--- config.mk ---
export PLATFORM = sky130hd
export DESIGN_NAME = djs_ctrl
export DESIGN_NICKNAME = d
export VERILOG_FILES = /design/src/rtl/djs_pkg.sv /design/src/rtl/djs_ctrl.sv
export SDC_FILE = /design/constraint.sdc
export NUM_CORES = 1
export LEC_CHECK = 0
export ABC_AREA = 0
export BUFFER_PORTS_ARGS = -buffer_cell sky130_fd_sc_hd__buf_2
export CAP_MARGIN = 20
export CORE_AREA = 2 2 39 41
export CTS_CLUSTER_DIAMETER = 100
export DETAILED_ROUTE_END_ITERATION = 10
export DIE_AREA = 0 0 41 43
export PLACE_DENSITY = 0.8
export SETUP_SLACK_MARGIN = 0.2
export SYNTH_ARGS = -nofsm -noshare
export SYNTH_HDL_FRONTEND = slang
export SYNTH_SLANG_ARGS = --single-unit
--- constraint.sdc ---
create_clock -name clk -period 1.6 [get_ports clk]
set_input_delay 0.16 -clock clk [delete_from_list [all_inputs] [get_ports clk]]
set_output_delay 0.16 -clock clk [all_outputs]
set_load 0.01 [all_outputs]
--- src/rtl/djs_pkg.sv ---
`timescale 1ns / 1ps
// ---------------------------------------------------------------------------
// djs_pkg: shared types for the deadline job sequencer
// Controller states and the command/status structs between control and data.
// ---------------------------------------------------------------------------
package djs_pkg;

    typedef enum logic [3:0] {
        ST_LOAD,
        ST_CLEAR,
        ST_SORT_RD,
        ST_SORT_WAIT,
        ST_SORT_CMP,
        ST_SORT_DONE,
        ST_SCHED_RD,
        ST_SCHED_WAIT,
        ST_SCHED_JOB,
        ST_SLOT_RD,
        ST_SLOT_WAIT,
        ST_SLOT_CHK,
        ST_RESULT
    } djs_state_t;

    // commands from controller to datapath
    typedef struct packed {
        logic load;         // accept input word
        logic clear_init;   // start slot clear sweep
        logic clear_step;   // clear one slot, advance
        logic sort_init;    // i = 0
        logic sort_start;   // k = i, j = i
        logic sort_rd;      // read order[j-1] and its job
        logic sort_shift;   // order[j] = order[j-1], j--
        logic sort_place;   // order[j] = k, i++
        logic sched_init;   // n = 0, clear sums
        logic sched_rd;     // read order[n]
        logic sched_job;    // latch job, set slot pointer
        logic slot_rd;      // read slot[s-1]
        logic slot_take;    // mark slot, add profit, n++
        logic slot_next;    // s--
        logic sched_skip;   // reject, n++
        logic finish;       // drive result, reset set
    } djs_cmd_t;

    // status from datapath to controller
    typedef struct packed {
        logic clear_done;
        logic sort_all;     // i == count
        logic j_zero;
        logic k_first;      // job k goes before order[j-1]
        logic sched_all;    // n == count
        logic s_zero;
        logic slot_busy;
    } djs_stat_t;

endpackage

--- src/rtl/djs_ctrl.sv ---
`timescale 1ns / 1ps
// ---------------------------------------------------------------------------
// djs_ctrl: sequencer state machine
// Load, clear slots, insertion sort, slot search, one result strobe.
// ---------------------------------------------------------------------------
module djs_ctrl (
    input  logic               clk,
    input  logic               rst_n,
    input  logic               start,
    input  logic               last,
    output logic               busy,
    output logic               done,
    output djs_pkg::djs_cmd_t  cmd,
    input  djs_pkg::djs_stat_t stat
);
    import djs_pkg::*;

    djs_state_t state_reg, state_next;

    always_ff @(posedge clk or negedge rst_n)
    begin
        if (!rst_n) state_reg <= ST_LOAD;
        else        state_reg <= state_next;
    end

    always_comb
    begin
        state_next = state_reg;
        cmd  = '0;
        busy = (state_reg != ST_LOAD);
        done = 1'b0;
        unique case (state_reg)
            ST_LOAD:
            begin
                if (start)
                begin
                    cmd.load = 1'b1;
                    if (last)
                    begin
                        cmd.clear_init = 1'b1;
                        state_next = ST_CLEAR;
                    end
                end
            end
            ST_CLEAR:
            begin
                cmd.clear_step = 1'b1;
                if (stat.clear_done)
                begin
                    cmd.sort_init = 1'b1;
                    state_next = ST_SORT_RD;
                end
            end
            ST_SORT_RD:
            begin
                if (stat.sort_all)
                begin
                    cmd.sched_init = 1'b1;
                    state_next = ST_SCHED_RD;
                end
                else
                begin
                    cmd.sort_start = 1'b1;
                    state_next = ST_SORT_WAIT;
                end
            end
            ST_SORT_WAIT:
            begin
                // on entry from ST_SORT_RD job k word is captured this edge; now fetch order[j-1]
                if (stat.j_zero)
                    state_next = ST_SORT_DONE;
                else
                begin
                    cmd.sort_rd = 1'b1;
                    state_next = ST_SORT_CMP;
                end
            end
            ST_SORT_CMP:
            begin
                // order word valid; fetch its job, whose registered read lands in ST_SCHED_WAIT
                cmd.sort_rd = 1'b1;
                state_next = ST_SCHED_WAIT;
            end
            ST_SCHED_WAIT:
            begin
                if (stat.k_first)
                begin
                    cmd.sort_shift = 1'b1;
                    state_next = ST_SORT_WAIT;
                end
                else
                    state_next = ST_SORT_DONE;
            end
            ST_SORT_DONE:
            begin
                cmd.sort_place = 1'b1;
                state_next = ST_SORT_RD;
            end
            ST_SCHED_RD:
            begin
                if (stat.sched_all)
                    state_next = ST_RESULT;
                else
                begin
                    cmd.sched_rd = 1'b1;
                    state_next = ST_SCHED_JOB;
                end
            end
            ST_SCHED_JOB:
            begin
                // order word valid, fetch its job
                cmd.sched_rd = 1'b1;
                state_next = ST_SLOT_RD;
            end
            ST_SLOT_RD:
            begin
                cmd.sched_job = 1'b1;
                state_next = ST_SLOT_WAIT;
            end
            ST_SLOT_WAIT:
            begin
                if (stat.s_zero)
                begin
                    cmd.sched_skip = 1'b1;
                    state_next = ST_SCHED_RD;
                end
                else
                begin
                    cmd.slot_rd = 1'b1;
                    state_next = ST_SLOT_CHK;
                end
            end
            ST_SLOT_CHK:
            begin
                if (stat.slot_busy)
                begin
                    cmd.slot_next = 1'b1;
                    state_next = ST_SLOT_WAIT;
                end
                else
                begin
                    cmd.slot_take = 1'b1;
                    state_next = ST_SCHED_RD;
                end
            end
            ST_RESULT:
            begin
                done = 1'b1;
                cmd.finish = 1'b1;
                state_next = ST_LOAD;
            end
            default: state_next = ST_LOAD;
        endcase
    end
endmodule

Yosys cells after proc, flatten, opt, wreduce, memory -nomap -nowiden
Index checks and enable logic that the tools add are counted.
W data, S select, Z words.
{"block": "totals", "wordCells": 54, "ff_bits": 4}
{"block": "op_classes", "n_reduce_logical": 3, "eq_ne": 15, "n_mux": 35}
{"op": "$pmux W4 S12", "n": 1}
{"op": "$eq A4 B4 Y1 const B", "n": 5}
{"op": "$mux W1", "n": 20}
{"op": "$mux W4", "n": 5}
{"op": "$eq A4 B3 Y1 const B", "n": 4}
{"op": "$mux W3", "n": 3}
{"op": "$eq A4 B2 Y1 const B", "n": 2}
{"op": "$mux W2", "n": 4}
{"op": "$ne A2 B2 Y1 const B", "n": 3}
{"op": "$eq A4 B1 Y1 const B", "n": 1}
{"op": "$logic_not A4 Y1", "n": 1}
{"op": "$pmux W1 S2", "n": 2}
{"op": "$reduce_bool A4 Y1", "n": 1}
{"op": "$reduce_and A3 Y1", "n": 1}

Longest topological paths before layout
Gate-level depths: netlist (run 1).
{"block": "logic_depth", "ltp_word": 3, "depth_mapped": 5, "mapped_depth_nobuf": 4}

Least setup slack after synthesis (run 1)
Ideal clock, no wire load.
{"block": "synth_path", "kind": "register to output", "startpoint": "register state_reg[3]", "endpoint": "output port cmd[0] (netlist bit)", "required_time_ps": 1440, "slack_ps": 222, "stages_incl_launch_ff": 6, "arrival_time_ps": 1218, "path_cell_list": "dfrtp_1 > buf_4 > buf_2 > nand2_1 > nor3_1 > buf_4"}
{"block": "synth_between", "elab_chain_cells": 2}
{"item": "start: declaration", "line_no": "djs_ctrl.sv:18", "source": "djs_state_t state_reg, state_next;"}
{"item": "start signal: assignment", "line_no": "djs_ctrl.sv:23", "source": "else state_reg <= state_next;"}
{"item": "$eq A4 B4 Y1"}
{"item": "$mux W1"}
{"item": "end: declaration", "line_no": "djs_ctrl.sv:13", "source": "output djs_pkg::djs_cmd_t cmd,"}
Every way passes these cells.

==> results of run 1 <==
placed cells by master, fill, tap and decap left out, drive strengths merged:
| master | synthesis | layout |
|---|---|---|
| o32ai | 1 | 1 |
| mux2i | 1 | 1 |
| nor2 | 12 | 12 |
| nor2b | 2 | 2 |
| nand2b | 2 | 2 |
| a21boi | 1 | 1 |
| nor3b | 1 | 1 |
| a21oi | 4 | 4 |
| buf | 8 | 52 |
| and2 | 2 | 2 |
| o31a | 1 | 1 |
| nor3 | 3 | 3 |
| dlygate4sd3 | 0 | 1 |
| and3 | 6 | 6 |
| a211oi | 2 | 2 |
| clkbuf | 0 | 3 |
| nand2 | 4 | 4 |
| inv | 5 | 5 |
| o21ai | 3 | 3 |
| o22ai | 2 | 2 |
| a2bb2oi | 1 | 1 |
| nor4 | 4 | 4 |
| dfrtp | 4 | 4 |
| a31oi | 2 | 2 |
| a22oi | 1 | 1 |
worst max-delay path: cells and delay by family, from the launching register on:
kind | cells | cell delay (ns)
flops | 1 | 0.43
simple gates | 1 | 0.26
buf+inv | 3 | 0.47
routing by layer:
| layer | global-route usage [%] | up-vias | part of all wire (%) |
|---|---|---|---|
| li1 | - | 349 | - |
| met1 | 24.0 | 348 | 39 |
| met2 | 35.3 | 28 | 53 |
| met3 | 4.71 | 6 | 3.6 |
| met4 | 7.33 | 0 | 3.8 |
| met5 | 0 | - | 0 |
final cells by class:
| type | count | share of cell area [%] |
|---|---|---|
| repair buffers | 53 | 39.0 |
| multi-input cells | 55 | 43.7 |
| clock buffers | 3 | 2.32 |
| flip-flops and latches | 4 | 10.7 |
| well taps | 16 | 2.06 |
| inverters | 5 | 2.19 |
worst max-delay path by stage:
stage | to | slack (ns) | start
detailed placement | cmd[15] | 0.21 | state_reg[3]$_DFFE_PN0P_
global route | cmd[15] | -0.01 | state_reg[3]$_DFFE_PN0P_
finish | cmd[12] | 0.05 | state_reg[3]$_DFFE_PN0P_
global placement | cmd[10] | 0.23 | state_reg[0]$_DFFE_PN0P_
CTS | cmd[12] | 0.09 | state_reg[2]$_DFFE_PN0P_
floorplan | cmd[0] | 0.22 | state_reg[3]$_DFFE_PN0P_
timing repair:
item,CTS,global route
setup buffers,12,7
pin swaps,3,14
hold buffers,1,0
setup endpoints to repair,18,19
gates resized for setup,18,17
hold endpoints to repair,4,0
power by group:
part	internal, mW	total [mW]	switching [mW]
clock network	0.0837	0.122	0.0380
registers	0.163	0.269	0.107
logic	0.831	1.57	0.742
total	1.08	1.96	0.886
metrics by stage:
stage                     setup WS, ns  hold WS, ns
after CTS                       0.0923        0.245
after global routing           -0.0101        0.261
after floorplan                  0.222       -0.136
after global placement           0.226      -0.0338
after detailed placement         0.206      -0.0306
final                           0.0493        0.253
cell families (layout without fill, tap and decap cells):
kind of cell	Yosys count	in the layout	synth area share, %
buffers and inverters	13	61	15.7
DFF	4	4	19.0
and+or+nand+nor	36	36	39.5
muxes	1	1	1.90
AOI/OAI and AO/OA	18	18	23.8
==> reports/qor.csv, run 1 <==
metric,value,unit
status,completed,
Avg Vias per Cell,5.38,
syn_nets,83,
Final Non-Filler Cells,136,
Clock transition at path regs,0.03,ns
CP Max Fanout,6,
DRT iter0 DRCs,25,
Die Span Y,43,µm
slew margin rel.,79.2,%
Reg2Reg Depth,6,
CP required,1.44,ns
Post-synth ARST share,100,%
total grt overflow,0,
maxcap violations,0,
Register Area,104,µm²
Yosys Warn Count,0,
most instantiated library cell after synthesis,nor2_1,
"slowest stage delay, CP",0.43,ns
RSZ-0062 raised after global routing,yes,
share of layout cells above drive strength 1,65.0,%
most used flip-flop cell after synthesis,dfrtp_1,
Final Power,1.96,mW
Power per Cell Area,2020,nW/µm²
initial antenna violation count,0,
first drt pass iteration count,4,
leading area contributor after synthesis,dfrtp_1,
R2R Path Start,state_reg[2]$_DFFE_PN0P_,
fin crit share,96.9,%
hold path depth,3,
Site Rows,14,
number of remaining DRC errors,0,
vias in the first global route,639,
synthesis-stage register bit count,4,
placed insts,113,
Tot GR Track Use,20.8,%
Hold Startpoint,stat[0],
Synth top area share,19.0,%
setup TNS,0,ns
skew final,0.00162,ns
CP cell instances,buf_4 -> buf_4 -> nor4_4 -> buf_2,
Max Clk Rate,645,MHz
Pins Over Slew Limit,0,
Mapped Area,526,µm²
Boundary Pins,29,
fin area,970,µm²
max reg flops,4,
routed wire length,1890,µm
footprint of the multi-input gates,424,µm²
Mean Syn Cell Area,7.30,µm²
area delta synth->final,84.5,%
Setup Viol. Count Final,0,
Antenna diodes,0,
WL per Instance,13.9,µm
Filler Cell Count,110,
Syn Inst Count,72,
Pleak,0.509,nW
crit path DAT,1.39,ns
H-tree levels,1,
Crit Path Category,reg2out,
fin crit period,1.55,ns
largest net degree at the start of global routing,9,
cts bufs inserted,3,
GP Congestion,0.830,
largest cells by area after synthesis,"dfrtp_1, nor2_1, and3_1",
fin nets,133,
Max Buffers Root-to-Sink,2,
Tightest Pin Transition,0.308,ns
Worst Hold End,state_reg[3]$_DFFE_PN0P_,
die area,1760,µm²
Clock Latency Late Sink,0.23,ns
CP max-delay cell,dfrtp_2,
placed cell areas,659,µm²
crit end category,output pin,
R2R Path End,state_reg[0]$_DFFE_PN0P_,
R2R Setup Slk,0.27,ns
clk sinks,4,
remaining antenna violation count,0,
post-synthesis sequential area ratio,19.0,%
"Hold Vio Cnt, Final",0,
unique cell type count in the Yosys netlist,31,
Placeable Area,1380,µm²
number of flops mapped to enable cells by yosys,0,
fin util,70.1,%
CTS tree,yes,
Port Buffer Count,28,
worst vdd ir,1.03,mV
most instantiated cells after synthesis,"nor2_1, and3_1, a21oi_1, dfrtp_1, nand2_1",
DPL Wire Length,1090,µm
Die Width,41,µm
DR vias,731,
Hold Path Class,in2reg,
root buf cell,clkbuf_4,
most frequent CP cell,buf_4,
first-pass GRT wire length,2540,µm
Starting Density,38.0,%
Startpoint Class,register,
No activity file was read; power rests on OpenSTA's default activity.
==> run 2: changes to the inputs <==
- CELL_PAD_IN_SITES_DETAIL_PLACEMENT: not set -> 0
- CELL_PAD_IN_SITES_GLOBAL_PLACEMENT: not set -> 2
- CORE_AREA: 2 2 39 41 -> not set
- CORE_UTILIZATION: not set -> 21
- DIE_AREA: 0 0 41 43 -> not set
- PLACE_DENSITY: 0.8 -> 0.83
==> run 2 against run 1 <==
First-iteration DRC count is 72% lower; sequential share of layout area shrank 0.39 points; wire length rose by 4.1%; worst hold slack lost 0.0037 ns; global-route usage decreased by 7.4 points; core utilization fell by 25 points; power grew 2.9%; final cell count up 13%; via count up 0.27%; fmax is 1.9% higher; non-clock buffer count grew 5; worst setup slack improved by 0.029 ns; highest routed layer unchanged.
==> reports/qor.csv, run 2 (synthesis results as in run 1) <==
metric,value,unit
cts bufs inserted,3,
total grt overflow,0,
clk sinks,4,
slew margin rel.,82.1,%
DPL Wire Length,1160,µm
share of layout cells above drive strength 1,68.0,%
Max Buffers Root-to-Sink,2,
Hold Path Class,in2async,
WL per Instance,12.8,µm
Clock Latency Late Sink,0.25,ns
die area,2710,µm²
Max Clk Rate,657,MHz
Placeable Area,2280,µm²
CP required,1.44,ns
R2R Setup Slk,0.22,ns
first drt pass iteration count,4,
DRT iter0 DRCs,7,
root buf cell,clkbuf_4,
Filler Cell Count,224,
setup TNS,0,ns
Die Width,52.0,µm
Clock power frac,6.8,%
Die Span Y,52.0,µm
RSZ-0062 raised after global routing,yes,
fin nets,138,
Starting Density,23.1,%
Tightest Pin Transition,0.266,ns
Seq pwr share,13.8,%
remaining antenna violation count,0,
placed cell areas,674,µm²
fin util,44.7,%
initial antenna violation count,0,
skew final,0.00530,ns
Final Power,2.02,mW
CTS tree,yes,
R2R Path Start,state_reg[1]$_DFFE_PN0P_,
DP Worst Slack,0.127,ns
fin crit period,1.52,ns
fin crit share,95.1,%
H-tree levels,1,
Reg2Reg Depth,6,
Antenna diodes,0,
vias in the first global route,617,
Startpoint Class,register,
routed wire length,1960,µm
Port Buffer Count,28,
"Hold Vio Cnt, Final",0,
number of remaining DRC errors,0,
Comb power frac,79.4,%
Clock transition at path regs,0.04,ns
CP Max Fanout,5,
maxcap violations,0,
worst vdd ir,0.838,mV
Tot GR Track Use,13.5,%
crit path DAT,1.36,ns
R2R Path End,state_reg[0]$_DFFE_PN0P_,
Avg Vias per Cell,4.79,
Final Worst Setup Slack,0.0787,ns
Pleak,0.514,nW
fin area,1020,µm²
Setup Viol. Count Final,0,
crit end category,output pin,
status,completed,
Final Non-Filler Cells,153,
first-pass GRT wire length,2700,µm
largest net degree at the start of global routing,11,
placed insts,125,
Pins Over Slew Limit,0,
area delta synth->final,93.8,%
Worst setup startpoint,state_reg[2]$_DFFE_PN0P_,
GP Congestion,0.832,
P_int,1.14,mW
Crit Path Category,reg2out,
"commonest non-fill, non-tap cells in the layout","buf_2, buf_4, buf_6",
max reg flops,4,
"commonest non-fill, non-tap cell in the layout",buf_2,
P_sw,0.885,mW
Power per Cell Area,1980,nW/µm²
Site Rows,17,
Boundary Pins,29,
WHS,0.250,ns
DR vias,733,
sw frac,43.8,%
==> run 2: changes by cell type in the layout (fill, tap and decap cells not counted), sizes merged <==
cell,before,now
buf,52,56
clkbuf,3,4
==> run 2: worst max-delay path by stage <==
stage                                     endpoint  slack [ns]  cells past startpoint
after global routing                       cmd[15]      -0.001                      4
after global placement    state_reg[0]$_DFFE_PN0P_        0.15                      4
after detailed placement  state_reg[0]$_DFFE_PN0P_        0.13                      4
after floorplan                             cmd[0]        0.22                      5
final                                      cmd[15]        0.08                      4
after CTS                                  cmd[15]        0.06                      4
==> run 2: power by group through the flow <==
stage / registers (mW) / logic (mW) / clock network [mW]
final: 0.279 / 1.60 / 0.138
after global routing: 0.288 / 1.71 / 0.149
after CTS: 0.287 / 1.20 / 0.137
after detailed placement: 0.328 / 0.845 / 0
after global placement: 0.323 / 0.848 / 0
after floorplan: 0.186 / 0.792 / 0
==> run 2: layout make-up <==
| type | count | area, µm² | share of cell area (%) |
|---|---|---|---|
| well taps | 28 | 35.0 | 3.44 |
| clock buffers | 3 | 22.5 | 2.21 |
| flip-flops and latches | 4 | 105 | 10.3 |
| inverters | 5 | 21.3 | 2.09 |
| multi-input cells | 55 | 418 | 41.0 |
| repair buffers | 58 | 417 | 40.9 |
==> run 2: metal layers <==
layer / track usage, % / vias up / part of all wire (%) / routed length, µm
met3: 2.63 / 4 / 4.6 / 90
li1: - / 364 / - / -
met5: 0 / - / 0 / 0
met4: 5.41 / 0 / 1.7 / 34
met2: 23.3 / 26 / 51 / 998
met1: 16.1 / 339 / 43 / 841
==> run 2: timing repair <==
item                                    4_1_cts  5_1_grt
pin swaps                                     4        5
setup buffers                                12       12
hold buffers                                  1        0
endpoints found under the setup margin       20       18
gates resized for setup                      13       22
hold endpoints to repair                      4        0
==> run 2: worst max-delay path, stage by stage, from the launching register on <==
cell and delay [ns]:
dfrtp_2 0.43, buf_6 0.13, nor4_4 0.26, and2_1 0.16
buf_2 0.12
